==> config.mk <==
export PLATFORM = sky130hd
export DESIGN_NAME = riff_wave_header_parser_core
export DESIGN_NICKNAME = d
export VERILOG_FILES = /design/src/rtl/rwhp_pkg.sv /design/src/rtl/rwhp_front.sv /design/src/rtl/rwhp_queue.sv /design/src/rtl/rwhp_back.sv /design/src/rtl/riff_wave_header_parser_core.sv
export SDC_FILE = /design/constraint.sdc
export NUM_CORES = 2
export LEC_CHECK = 0
export ABC_AREA = 1
export BUFFER_PORTS_ARGS = -buffer_cell sky130_fd_sc_hd__clkbuf_2
export CAP_MARGIN = 20
export CORE_ASPECT_RATIO = 2
export CORE_MARGIN = 2
export CORE_UTILIZATION = 40
export CTS_CLUSTER_DIAMETER = 150
export DETAILED_ROUTE_END_ITERATION = 8
export PLACE_DENSITY_LB_ADDON = 0.05
export SYNTH_ARGS = -nofsm -noshare
export SYNTH_HDL_FRONTEND = slang
export SYNTH_HIERARCHICAL = 1
export SYNTH_SLANG_ARGS = --single-unit
==> constraint.sdc <==
create_clock -name clock -period 9.9 [get_ports clock]
set_input_delay 0.99 -clock clock [delete_from_list [all_inputs] [get_ports clock]]
set_output_delay 0.99 -clock clock [all_outputs]
set_load 0.1 [all_outputs]
==> src/rtl/rwhp_pkg.sv <==
`timescale 1ns / 1ps
// ----------------------------------------------------------------------------
// RIFF/WAVE header parser package
// Shared payload types, magic words and status codes.
// ----------------------------------------------------------------------------
package rwhp_pkg;

   localparam int OFFSET_BITS_DEFAULT = 32;

   // Little-endian tag words as they appear in the shift register.
   localparam logic [31:0] MAGIC_RIFF = 32'h4646_4952;
   localparam logic [31:0] MAGIC_WAVE = 32'h4556_4157;
   localparam logic [31:0] MAGIC_FMT  = 32'h2074_6d66;
   localparam logic [31:0] MAGIC_DATA = 32'h6174_6164;

   localparam logic [3:0] ST_OK        = 4'd0;
   localparam logic [3:0] ST_BAD_RIFF  = 4'd1;
   localparam logic [3:0] ST_BAD_WAVE  = 4'd2;
   localparam logic [3:0] ST_EMPTY     = 4'd3;
   localparam logic [3:0] ST_SHORT_FMT = 4'd4;
   localparam logic [3:0] ST_NO_FMT    = 4'd5;
   localparam logic [3:0] ST_NO_DATA   = 4'd6;
   localparam logic [3:0] ST_TRUNC     = 4'd7;
   localparam logic [3:0] ST_BAD_TAG   = 4'd8;
   localparam logic [3:0] ST_BAD_CH    = 4'd9;
   localparam logic [3:0] ST_BAD_BITS  = 4'd10;

   typedef struct packed {
      logic [7:0] byte_in;
      logic       last_byte;
   } rwhp_req_type;

   typedef struct packed {
      logic [3:0]  status;
      logic [1:0]  sample_format;
      logic [31:0] sample_rate;
      logic [31:0] data_offset;
      logic [31:0] data_length;
   } rwhp_rsp_type;

endpackage

==> src/rtl/rwhp_front.sv <==
`timescale 1ns / 1ps
// ----------------------------------------------------------------------------
// RIFF/WAVE parser front end
// Accepts bytes, keeps the byte position and the 32-bit little-endian shift
// word, and hands each byte on to the queue already positioned.
// ----------------------------------------------------------------------------
module rwhp_front #(
   parameter int OFFSET_BITS = rwhp_pkg::OFFSET_BITS_DEFAULT
) (
   input  logic                      clock,
   input  logic                      reset,
   input  logic                      req_valid,
   output logic                      req_ready,
   input  rwhp_pkg::rwhp_req_type    req_data,
   output logic                      push_valid,
   input  logic                      push_ready,
   output logic [OFFSET_BITS+33:0]   push_data
);

   typedef struct packed {
      logic [OFFSET_BITS-1:0] pos;
      logic                   parse_en;
      logic [31:0]            shift_word;
      logic                   last;
   } entry_type;

   logic [OFFSET_BITS-1:0] pos_ff, pos_in;
   logic [31:0]            shift_ff, shift_in;
   logic                   parse_en;
   logic                   accept;
   entry_type              entry;

   assign req_ready  = push_ready;
   assign push_valid = req_valid;
   assign accept     = req_valid && push_ready;

   // Once the position counter reaches all ones, further bytes are passed on unparsed.
   assign parse_en = (pos_ff != {OFFSET_BITS{1'b1}});

   always_comb begin
      entry.pos        = pos_ff;
      entry.parse_en   = parse_en;
      entry.shift_word = parse_en ? {req_data.byte_in, shift_ff[31:8]} : shift_ff;
      entry.last       = req_data.last_byte;
      push_data        = entry;
      pos_in           = pos_ff;
      shift_in         = shift_ff;
      if (accept) begin
         if (req_data.last_byte) begin
            pos_in   = '0;
            shift_in = '0;
         end else begin
            pos_in   = parse_en ? pos_ff + 1'b1 : pos_ff;
            shift_in = entry.shift_word;
         end
      end
   end

   always_ff @(posedge clock) begin
      if (reset) begin
         pos_ff   <= '0;
         shift_ff <= '0;
      end else begin
         pos_ff   <= pos_in;
         shift_ff <= shift_in;
      end
   end

endmodule

==> src/rtl/rwhp_queue.sv <==
`timescale 1ns / 1ps
// ----------------------------------------------------------------------------
// RIFF/WAVE parser decoupling queue
// Two-entry FIFO between the front end and the chunk walker.
// ----------------------------------------------------------------------------
module rwhp_queue #(
   parameter int WIDTH = 66
) (
   input  logic             clock,
   input  logic             reset,
   input  logic             push_valid,
   output logic             push_ready,
   input  logic [WIDTH-1:0] push_data,
   output logic             pop_valid,
   input  logic             pop_ready,
   output logic [WIDTH-1:0] pop_data
);

   logic [WIDTH-1:0] slot_ff [2];
   logic             wr_ptr_ff, wr_ptr_in;
   logic             rd_ptr_ff, rd_ptr_in;
   logic [1:0]       count_ff, count_in;
   logic             push, pop;

   assign push_ready = (count_ff != 2'd2);
   assign pop_valid  = (count_ff != 2'd0);
   assign pop_data   = slot_ff[rd_ptr_ff];
   assign push       = push_valid && push_ready;
   assign pop        = pop_valid && pop_ready;

   always_comb begin
      wr_ptr_in = push ? ~wr_ptr_ff : wr_ptr_ff;
      rd_ptr_in = pop ? ~rd_ptr_ff : rd_ptr_ff;
      count_in  = count_ff;
      if (push && !pop) begin
         count_in = count_ff + 2'd1;
      end else if (pop && !push) begin
         count_in = count_ff - 2'd1;
      end
   end

   always_ff @(posedge clock) begin
      if (push) begin
         slot_ff[wr_ptr_ff] <= push_data;
      end
   end

   always_ff @(posedge clock) begin
      if (reset) begin
         wr_ptr_ff <= 1'b0;
         rd_ptr_ff <= 1'b0;
         count_ff  <= 2'd0;
      end else begin
         wr_ptr_ff <= wr_ptr_in;
         rd_ptr_ff <= rd_ptr_in;
         count_ff  <= count_in;
      end
   end

endmodule

==> src/rtl/rwhp_back.sv <==
`timescale 1ns / 1ps
// ----------------------------------------------------------------------------
// RIFF/WAVE parser chunk walker
// Checks the file header, walks the chunk list, latches the fmt and data
// fields and builds the result transaction on the final byte.
// ----------------------------------------------------------------------------
module rwhp_back #(
   parameter int OFFSET_BITS = rwhp_pkg::OFFSET_BITS_DEFAULT
) (
   input  logic                      clock,
   input  logic                      reset,
   input  logic                      pop_valid,
   output logic                      pop_ready,
   input  logic [OFFSET_BITS+33:0]   pop_data,
   output logic                      rsp_valid,
   input  logic                      rsp_ready,
   output rwhp_pkg::rwhp_rsp_type    rsp_data
);

   typedef struct packed {
      logic [OFFSET_BITS-1:0] pos;
      logic                   parse_en;
      logic [31:0]            shift_word;
      logic                   last;
   } entry_type;

   entry_type              entry;
   logic                   pop;
   logic [OFFSET_BITS-1:0] pos_plus1;
   logic [OFFSET_BITS-1:0] pos_final;
   logic                   hdr_start;
   logic [OFFSET_BITS-1:0] hdr_base;
   logic [OFFSET_BITS-1:0] hdr_rel;
   logic [OFFSET_BITS-1:0] body_rel;
   logic [32:0]            end_sum;
   logic [31:0]            hs;
   logic [3:0]             status;
   logic [1:0]             sample_format;

   logic [31:0]            riff_ff, riff_in;
   logic [32:0]            ncs_ff, ncs_in;
   logic [31:0]            tag_ff, tag_in;
   logic [15:0]            fmt_tag_ff, fmt_tag_in;
   logic [15:0]            chan_ff, chan_in;
   logic [31:0]            rate_ff, rate_in;
   logic [15:0]            bits_ff, bits_in;
   logic [1:0]             seen_ff, seen_in;
   logic [31:0]            dstart_ff, dstart_in;
   logic [31:0]            dlen_ff, dlen_in;
   logic [3:0]             err_ff, err_in;
   logic                   in_hdr_ff, in_hdr_in;
   logic [OFFSET_BITS-1:0] base_ff, base_in;
   logic                   rsp_valid_ff, rsp_valid_in;
   rwhp_pkg::rwhp_rsp_type rsp_ff, rsp_in;

   assign entry     = pop_data;
   assign hs        = entry.shift_word;
   // A non-final byte never waits on the output register.
   assign pop_ready = !entry.last || !rsp_valid_ff || rsp_ready;
   assign pop       = pop_valid && pop_ready;
   assign rsp_valid = rsp_valid_ff;
   assign rsp_data  = rsp_ff;

   assign pos_plus1 = entry.pos + 1'b1;
   assign pos_final = entry.parse_en ? pos_plus1 : entry.pos;
   assign hdr_start = !in_hdr_ff && (33'(entry.pos) == ncs_ff) && (ncs_ff < 33'(riff_ff));
   assign hdr_base  = hdr_start ? entry.pos : base_ff;
   assign hdr_rel   = entry.pos - hdr_base;
   assign body_rel  = entry.pos - base_ff;
   assign end_sum   = 33'(pos_plus1) + 33'(hs);

   // Parse step for the byte at the head of the queue.
   always_comb begin
      riff_in    = riff_ff;
      ncs_in     = ncs_ff;
      tag_in     = tag_ff;
      fmt_tag_in = fmt_tag_ff;
      chan_in    = chan_ff;
      rate_in    = rate_ff;
      bits_in    = bits_ff;
      seen_in    = seen_ff;
      dstart_in  = dstart_ff;
      dlen_in    = dlen_ff;
      err_in     = err_ff;
      in_hdr_in  = in_hdr_ff;
      base_in    = base_ff;
      if (entry.parse_en && (err_ff == rwhp_pkg::ST_OK)) begin
         priority if (entry.pos == OFFSET_BITS'(3)) begin
            if (hs != rwhp_pkg::MAGIC_RIFF) begin
               err_in = rwhp_pkg::ST_BAD_RIFF;
            end
         end else if (entry.pos == OFFSET_BITS'(7)) begin
            riff_in = hs;
         end else if (entry.pos == OFFSET_BITS'(11)) begin
            if (hs != rwhp_pkg::MAGIC_WAVE) begin
               err_in = rwhp_pkg::ST_BAD_WAVE;
            end
         end else if (entry.pos < OFFSET_BITS'(12)) begin
            err_in = err_ff;
         end else if (hdr_start || in_hdr_ff) begin
            in_hdr_in = 1'b1;
            base_in   = hdr_base;
            if (hdr_rel == OFFSET_BITS'(3)) begin
               tag_in = hs;
            end else if (hdr_rel == OFFSET_BITS'(7)) begin
               in_hdr_in = 1'b0;
               if (hs == 32'd0) begin
                  err_in = rwhp_pkg::ST_EMPTY;
               end else if ((tag_ff == rwhp_pkg::MAGIC_FMT) && (hs < 32'd16)) begin
                  err_in = rwhp_pkg::ST_SHORT_FMT;
               end else begin
                  if (tag_ff == rwhp_pkg::MAGIC_FMT) begin
                     seen_in[0] = 1'b1;
                  end else if (tag_ff == rwhp_pkg::MAGIC_DATA) begin
                     seen_in[1] = 1'b1;
                     dstart_in  = 32'(pos_plus1);
                     dlen_in    = {hs[31:3], 3'b000};
                  end
                  base_in = pos_plus1;
                  ncs_in  = end_sum;
               end
            end
         end else if ((tag_ff == rwhp_pkg::MAGIC_FMT) && (entry.pos >= base_ff) &&
                      (33'(entry.pos) < ncs_ff)) begin
            if (body_rel == OFFSET_BITS'(1)) begin
               fmt_tag_in = hs[31:16];
            end else if (body_rel == OFFSET_BITS'(3)) begin
               chan_in = hs[31:16];
            end else if (body_rel == OFFSET_BITS'(7)) begin
               rate_in = hs;
            end else if (body_rel == OFFSET_BITS'(15)) begin
               bits_in = hs[31:16];
            end
         end else begin
            // Bytes of other chunk bodies or past the walk carry nothing to latch.
            in_hdr_in = in_hdr_ff;
         end
      end
   end

   // Final status is taken from the state as it stands after this byte.
   always_comb begin
      priority if (err_in != rwhp_pkg::ST_OK) begin
         status = err_in;
      end else if (pos_final < OFFSET_BITS'(12)) begin
         status = rwhp_pkg::ST_TRUNC;
      end else if (in_hdr_in || (ncs_in < 33'(riff_in))) begin
         status = rwhp_pkg::ST_TRUNC;
      end else if (!seen_in[0]) begin
         status = rwhp_pkg::ST_NO_FMT;
      end else if (!seen_in[1]) begin
         status = rwhp_pkg::ST_NO_DATA;
      end else if (33'(pos_final) < ncs_in) begin
         status = rwhp_pkg::ST_TRUNC;
      end else if ((fmt_tag_in != 16'd1) && (fmt_tag_in != 16'd7)) begin
         status = rwhp_pkg::ST_BAD_TAG;
      end else if ((chan_in != 16'd1) && (chan_in != 16'd2)) begin
         status = rwhp_pkg::ST_BAD_CH;
      end else if ((bits_in != 16'd8) && (bits_in != 16'd16)) begin
         status = rwhp_pkg::ST_BAD_BITS;
      end else begin
         status = rwhp_pkg::ST_OK;
      end
      sample_format = (status == rwhp_pkg::ST_OK) ?
                      {chan_in == 16'd2, bits_in == 16'd16} : 2'b00;
   end

   always_comb begin
      rsp_in       = rsp_ff;
      rsp_valid_in = rsp_valid_ff && !rsp_ready;
      if (pop && entry.last) begin
         rsp_in.status        = status;
         rsp_in.sample_format = sample_format;
         rsp_in.sample_rate   = rate_in;
         rsp_in.data_offset   = dstart_in;
         rsp_in.data_length   = dlen_in;
         rsp_valid_in         = 1'b1;
      end
   end

   always_ff @(posedge clock) begin
      rsp_ff <= rsp_in;
   end

   always_ff @(posedge clock) begin
      if (reset || (pop && entry.last)) begin
         riff_ff    <= '0;
         ncs_ff     <= 33'd12;
         tag_ff     <= '0;
         fmt_tag_ff <= '0;
         chan_ff    <= '0;
         rate_ff    <= '0;
         bits_ff    <= '0;
         seen_ff    <= '0;
         dstart_ff  <= '0;
         dlen_ff    <= '0;
         err_ff     <= rwhp_pkg::ST_OK;
         in_hdr_ff  <= 1'b0;
         base_ff    <= '0;
      end else if (pop) begin
         riff_ff    <= riff_in;
         ncs_ff     <= ncs_in;
         tag_ff     <= tag_in;
         fmt_tag_ff <= fmt_tag_in;
         chan_ff    <= chan_in;
         rate_ff    <= rate_in;
         bits_ff    <= bits_in;
         seen_ff    <= seen_in;
         dstart_ff  <= dstart_in;
         dlen_ff    <= dlen_in;
         err_ff     <= err_in;
         in_hdr_ff  <= in_hdr_in;
         base_ff    <= base_in;
      end
   end

   always_ff @(posedge clock) begin
      if (reset) begin
         rsp_valid_ff <= 1'b0;
      end else begin
         rsp_valid_ff <= rsp_valid_in;
      end
   end

endmodule

==> src/rtl/riff_wave_header_parser_core.sv <==
`timescale 1ns / 1ps
// ----------------------------------------------------------------------------
// RIFF/WAVE header parser
// Streams a RIFF/WAVE file byte by byte and reports its format on the
// final byte.
// ----------------------------------------------------------------------------
// Usage: drive one file byte per req transaction, little-endian order, with
// last_byte set on the final byte of the file. Every byte is consumed; only
// the final byte produces a rsp transaction, carrying status, sample format,
// sample rate, data offset and data length. After the final byte the parser
// is back at its reset state and the next byte starts a new file.
// Throughput is one byte per cycle: the front end accepts a byte every cycle
// while the two-entry queue has room, and the chunk walker retires one entry
// per cycle unless a final byte waits on a held result register. The final
// byte is written into the queue when accepted and retired into the result
// register, which drives rsp_valid, once it reaches the head of the queue.
// When the receiver stalls, the result register holds; non-final bytes keep
// flowing, and a further final byte waits in the queue, after which req_ready
// drops once the queue is full.
// Reset is synchronous and clears position, walk state and the queue.
// Positions are OFFSET_BITS wide; bytes from 2^OFFSET_BITS - 1 on are not parsed.
// ----------------------------------------------------------------------------
module riff_wave_header_parser_core #(
   parameter int OFFSET_BITS = rwhp_pkg::OFFSET_BITS_DEFAULT
) (
   input  logic                   clock,
   input  logic                   reset,
   input  logic                   req_valid,
   output logic                   req_ready,
   input  rwhp_pkg::rwhp_req_type req_data,
   output logic                   rsp_valid,
   input  logic                   rsp_ready,
   output rwhp_pkg::rwhp_rsp_type rsp_data
);

   localparam int ENTRY_W = OFFSET_BITS + 34;

   logic               push_valid, push_ready;
   logic [ENTRY_W-1:0] push_data;
   logic               q_valid, q_ready;
   logic [ENTRY_W-1:0] q_data;

   rwhp_front #(.OFFSET_BITS(OFFSET_BITS)) u_front (
      .clock      (clock),
      .reset      (reset),
      .req_valid  (req_valid),
      .req_ready  (req_ready),
      .req_data   (req_data),
      .push_valid (push_valid),
      .push_ready (push_ready),
      .push_data  (push_data)
   );

   rwhp_queue #(.WIDTH(ENTRY_W)) u_queue (
      .clock      (clock),
      .reset      (reset),
      .push_valid (push_valid),
      .push_ready (push_ready),
      .push_data  (push_data),
      .pop_valid  (q_valid),
      .pop_ready  (q_ready),
      .pop_data   (q_data)
   );

   rwhp_back #(.OFFSET_BITS(OFFSET_BITS)) u_back (
      .clock     (clock),
      .reset     (reset),
      .pop_valid (q_valid),
      .pop_ready (q_ready),
      .pop_data  (q_data),
      .rsp_valid (rsp_valid),
      .rsp_ready (rsp_ready),
      .rsp_data  (rsp_data)
   );

   // Back pressure only comes from a queue that holds something.
   a_stall_needs_queue: assert property (@(posedge clock) disable iff (reset)
      !req_ready |-> q_valid)
      else $error("input stalled with an empty queue");

   a_format_zero_on_error: assert property (@(posedge clock) disable iff (reset)
      (rsp_valid && (rsp_data.status != rwhp_pkg::ST_OK)) |-> (rsp_data.sample_format == 2'b00))
      else $error("sample format set on a failed parse");

   a_status_range: assert property (@(posedge clock) disable iff (reset)
      rsp_valid |-> (rsp_data.status <= rwhp_pkg::ST_BAD_BITS))
      else $error("status code out of range");

   // A good file has at least the file header and one chunk header ahead of data.
   a_ok_data_offset: assert property (@(posedge clock) disable iff (reset)
      (rsp_valid && (rsp_data.status == rwhp_pkg::ST_OK)) |-> (rsp_data.data_offset >= 32'd20))
      else $error("data offset too small for a good file");

endmodule
# --- Word level (Yosys, flattened, before mapping) ---
# Memories as Yosys holds them, arrays and structs flattened. A register that Yosys moved wholly into a read port is not among the register bits.
# Cells that the tools add are included.
word_totals:
  ff_bits: 451
  ramBits: 132
  inputBits: 13
  output_inout_bits: 104
  word_cells: 240
  mem_count: 1
mem_list:
  columns: ["memory", "depth", "width", "rd", "rd_ports_with_merged_regs", "wr", "line", "text"]
  rows:
  - ["u_queue.slot_ff", 2, 66, 1, 1, 1, "rwhp_queue.sv:19", "logic [WIDTH-1:0] slot_ff [2];"]
classes:
  addsub: 7
  n_lt_le_gt_ge: 8
  n_eq_ne: 24
  n_mux: 134
  bitwise: 6
  reduce_logical: 36
ops:
  columns: ["operator", "count"]
  rows:
  - ["32-bit two-way mux", 47]
  - ["16-bit two-way mux", 28]
  - ["33-bit two-way mux", 10]
  - ["32-bit by 2-bit == test with 1-bit output (second input constant)", 3]
  - ["32-bit by 3-bit == test with 1-bit output (second input constant)", 3]
  - ["4-bit two-way mux", 21]
  - ["32-bit by 33-bit less-than comparator with 1-bit output", 2]
  - ["33-bit by 32-bit less-than comparator with 1-bit output", 2]
  - ["32-bit by 1-bit adder with 32-bit output (second input constant)", 2]
  - ["32-bit by 4-bit == test with 1-bit output (second input constant)", 2]
  - ["32-bit by 4-bit less-than comparator with 1-bit output (second input constant)", 2]
  - ["32-bit by 31-bit != test with 1-bit output (second input constant)", 2]
  - ["32-bit subtractor", 2]
  - ["32-bit by 32-bit adder with 33-bit output", 1]
  - ["32-bit by 33-bit == test with 1-bit output", 1]
  - ["32-bit by 1-bit == test with 1-bit output (second input constant)", 1]
  - ["32-bit by 30-bit == test with 1-bit output (second input constant)", 1]
  - ["32-bit by 31-bit == test with 1-bit output (second input constant)", 1]
  - ["32-bit greater-or-equal comparator", 1]
  - ["32-bit logical NOT", 1]
  - ["32-bit by 5-bit less-than comparator with 1-bit output (second input constant)", 1]
  - ["16-bit by 1-bit != test with 1-bit output (second input constant)", 2]
  - ["32-bit != test (second input constant)", 1]
  - ["2-bit two-way mux", 12]
  - ["20 further kinds", 66]

# --- Depth between registers and ports, before layout ---
depth:
  depth_word: 25
  depth_mapped: 60
  mapped_depth_nobuf: 55

# --- Hierarchy ---
# The synthesis kept the hierarchy.
by_module_without_submodules:
  columns: ["mod", "instances", "cells_per_inst", "area_per_inst_um2", "seq_area_each_um2"]
  rows:
  - ["rwhp_back", 1, 4359, 28462.3, 8688.3]
  - ["rwhp_queue", 1, 242, 5162.5, 4063.9]
  - ["rwhp_front", 1, 636, 4023.9, 1281.2]

# --- Worst setup path before layout ---
# Ideal clock, no wire load.
synth_timing:
  path_type: "reg2reg"
  startpoint: "register with a tool-made name"
  endpoint: "register u_back.rsp_ff (netlist bit u_back/rsp_data[96]), data pin"
  setup_ns: 0.252
  arrival_time_ns: 6.507
  required_ns: 9.648
  path_slack_ns: 3.141
  path_stages_with_launch: 59
  n_path_buf: 5
  period_less_slack_ns: 6.759
  path_cell_list: "dfxtp_1 -> buf_6 -> buf_6 -> mux2_4 -> inv_1 -> ha_1 -> nand2_1 -> nor2_1 -> nand2_1 -> nor2_1 -> nand2_1 -> nor2_1 -> nand2_1 -> nor2_2 -> nand2_1 -> buf_2 -> buf_1 -> nand2_1 -> [23 not listed] -> inv_1 -> ha_1 -> nand2_1 -> nor2_1 -> a211oi_1 -> o21ai_0 -> nand2_1 -> a21oi_1 -> a2111oi_0 -> nand2_1 -> nand2_1 -> nand2_1 -> nand3_1 -> nor2_1 -> nor2_1 -> nor2_2 -> nand3_1 -> nor2_1"
synth_rtl:
  columns: ["item", "line", "text"]
  rows:
  - ["end signal, assigned", "rwhp_back.sv:182", "rsp_ff <= rsp_in;"]
  - ["end, declared", "rwhp_back.sv:54", "rwhp_pkg::rwhp_rsp_type rsp_ff, rsp_in;"]

==> impl_metrics.yaml <==
drt:
  postRouteWirelength_um: 150000
  antenna_viol_nets_final: 0
  detail_route.wl_per_cell_um: 22.96
  drt-pass1-iter-count: 5
  vias: 35100
  via_per_inst: 5.371
  detailedRoute.firstIterationViolations: 2713
  drc: 0
final_layout:
  largest_reg_flops: 132
  final_core_util_pct: 44.30
  reg_top3: "u_queue/slot_ff (132), u_back/rsp_data (102), u_back/ncs_ff (33)"
  final_nets: 5516
  registers.top_by_ff_count: "u_queue/slot_ff"
  drive_above_1_share_pct: 9.932
  leading_cell_type_in_the_layout_fill_and_taps_excluded: "sky130_fd_sc_hd__nand2_1"
  commonest_cells_after_routing_fill_and_taps_aside: "sky130_fd_sc_hd__nand2_1, sky130_fd_sc_hd__inv_1, sky130_fd_sc_hd__o21ai_0, sky130_fd_sc_hd__nor2_1, sky130_fd_sc_hd__a21oi_1"
  layout-area-overhead-vs-synth_pct: 10.02
global_route:
  globalRouteTotalUtil_pct: 30.26
  global_route.overflow_total: 0
  grt_antenna_before_repair: 10
  grt_start_max_net_pins: 95
  first_global_vias: 33400
  grt_pass1_wl_um: 218300
setup_path:
  worstRegToRegCells: 44
  cp-end-kind: "flop"
  setup.worst_path.start_class: "flop"
  worst_r2r_endpoint: "u_back/rsp_data[96]"
  worst_path_largest_cell_delay_ps: 600
  r2r_setup_slack_ps: 970
  setup.worst_path.class: "reg2reg"
  timing.critical_path.mode_cell: "sky130_fd_sc_hd__nand2_1"
  cpMaxStageDelayCell: "sky130_fd_sc_hd__nor4_1"
  largest_fanout_on_the_critical_path: 30
  critPathArrivalTime_ps: 9450
  timing.critical_path.required_ps: 10430
synthesis:
  yosysUniqueCellTypes: 66
  synthesis.nets: 5477
  syn_warnings: 6
  synth.avg_cell_area_um2: 7.189
  synth-compound-area-share_pct: 14.84
  postSynthRegisterBits: 584
  syn_area_um2: 37650
  post_synth_xor_area_fraction_pct: 1.392
  syn_inst: 5237
  synth_adder_area_share_pct: 7.604
  post_synth_mux_area_share_pct: 2.373
  synth-edff-count: 234
  synth-seq-area-share_pct: 37.27
  synthArstFlopShare_pct: 0
  synth_top_flop_cell: "sky130_fd_sc_hd__dfxtp_1"
  combinational_family_with_the_most_area_after_synthesis: "simple AND/OR/NAND/NOR gates"
  post_synthesis_simple_gate_area_fraction_pct: 26.53
floorplanning:
  fp.dieH_um: 437.9
  start_util_pct: 40.26
  die-area_um2: 96740
  io_pins: 117
  fp-row-count: 159
  floorplan.core_area_um2: 93500
  die-width_um: 220.9
hold_path:
  timing.hold.worst_path_depth: 2
  holdCritStartpoint: "u_back/dlen_ff[1]"
  hold_path_class: "reg2reg"
  hold_path_end: "u_back/dlen_ff[1]"
power:
  power.leakage_nw: 18.68
  p_per_area_nw_per_um2: 343.6
  vdd_drop_max_uv: 315.0
  report.power.total_w: 0.01423
placement:
  dp_hpwl_um: 115900
  gp_congestion: 0.9751
  place.port_buffers: 116
timing:
  timing.setup.tns_ps: 0
  timing.final.setup_violations: 0
  post-route-min-period_ps: 8928
  max_clock_freq_mhz: 112.0
  hold_violations: 0
  worst_clock_skew_ps: 55.42
  max_slew.worst_pin.slew_ps: 950.4
  post-route-period-util_pct: 90.18
  grt_setup_unrepaired: "false"
  worst_rel_slew_slack_pct: 35.75
  report.final.slew_viol_count: 0
clock_network:
  tritoncts: "done"
  ctsRootBufferMaster: "sky130_fd_sc_hd__clkbuf_16"
  path_clk_slew_ps: 70
  ctsLongestPathBuffers: 3
  setup_fix_buffers_added_after_clock_tree_synthesis: 0
  cts_sinks: 584
  numCtsBuffers: 59
  htree_num_levels: 2
  clk-insertion-delay-late_ps: 690
run:
  maxCapViolations: 0
status:
  status: "finished clean"
## synth_stat cells (all sizes together) (9+ instances only)
library cell  number  area, um^2
nand2           1397        5369
inv              747        2804
o21ai            484        2434
nor2             449        1833
a21oi            425        2206
dfxtp            350        7007
nand3            266        1474
edfxtp           234        7027
ha               224        2803
clkbuf           141       529.3
nand4             79       494.2
mux2              66       893.4
buf               53       387.9
o211ai            42       315.3
nor3              41       225.2
a211oi            39       292.8
xor2              38       332.8
nor4              29       200.2
or2               25       156.4
xnor2             21       191.4
nand3b            14       105.1
o21a              11       82.58
and2               9       56.31
## timing repair
| action | 4_1_cts | 5_1_grt |
|---|---|---|
| hold endpoints to repair | 0 | 0 |
| endpoints found under the setup margin | 0 | 1 |
| gates resized for setup | 0 | 1 |
| hold buffers | 0 | 0 |
## worst max path at each step
stage	start	end	slack [ps]	cells past startpoint
floorplan	flop	u_back/rsp_data[96]	3140	58
global placement	flop	u_back/rsp_data[97]	910	49
detailed placement	flop	u_back/rsp_data[97]	970	48
CTS	flop	u_back/rsp_data[96]	960	48
global route	flop	u_back/rsp_data[97]	120	51
finish	flop	u_back/rsp_data[96]	970	44
## final cells by class
cell class	instances	area, um^2
inverter	755	2855
timing repair buffer	172	1033
tap	1207	1510
sequential	584	14040
clock inverter	34	421.7
multi-input combinational	3704	19930
fill	9704	52080
antenna	2	5.005
clock buffer	77	1625
## per-stage QoR
step,cell area (um^2),setup slack (ps),cells,hold WS [ps]
after floorplan,37650,3141,5237,424.7
after global placement,39320,907.0,6420,433.8
after detailed placement,39350,968.4,6421,436.5
after CTS,41400,955.4,6532,446.3
after global routing,41420,116.0,6535,458.8
final,41420,972.4,6535,447.2
## critical path: cells and delay by family (launching register included)
| family | cells | cell delay (ps) |
|---|---|---|
| adder cells (fa/ha/maj) | 3 | 970 |
| AND/OR/NAND/NOR | 28 | 3970 |
| flip-flops | 1 | 540 |
| buffers and inverters | 6 | 1260 |
| multiplexers | 1 | 390 |
| AO/OA/AOI/OAI | 6 | 1640 |
## cell families (layout without fill, tap and decap cells)
logic type,Yosys count,count (layout)
simple gates,2318,2318
compound gates,1034,1034
buf+inv,949,1038
flops,584,584
fa+ha+maj,227,227
mux,66,66
xor+xnor,59,59
other cells,0,2
## power by group
part	total, W	switching, W	internal (W)
Combinational	0.00833	0.00614	0.00219
Clock	0.00239	0.00104	0.00135
Sequential	0.00351	0.000350	0.00316
## routing by layer
layer | up-vias | part of all wire, % | global-route usage (%)
li1 | 17290 | - | -
met1 | 16390 | 39 | 35.07
met2 | 1090 | 49 | 53.34
met3 | 320 | 4.7 | 3.280
met4 | 6 | 7.1 | 18.60
met5 | - | 0.029 | 0
Note: power is estimated with default switching activity, not from simulation.
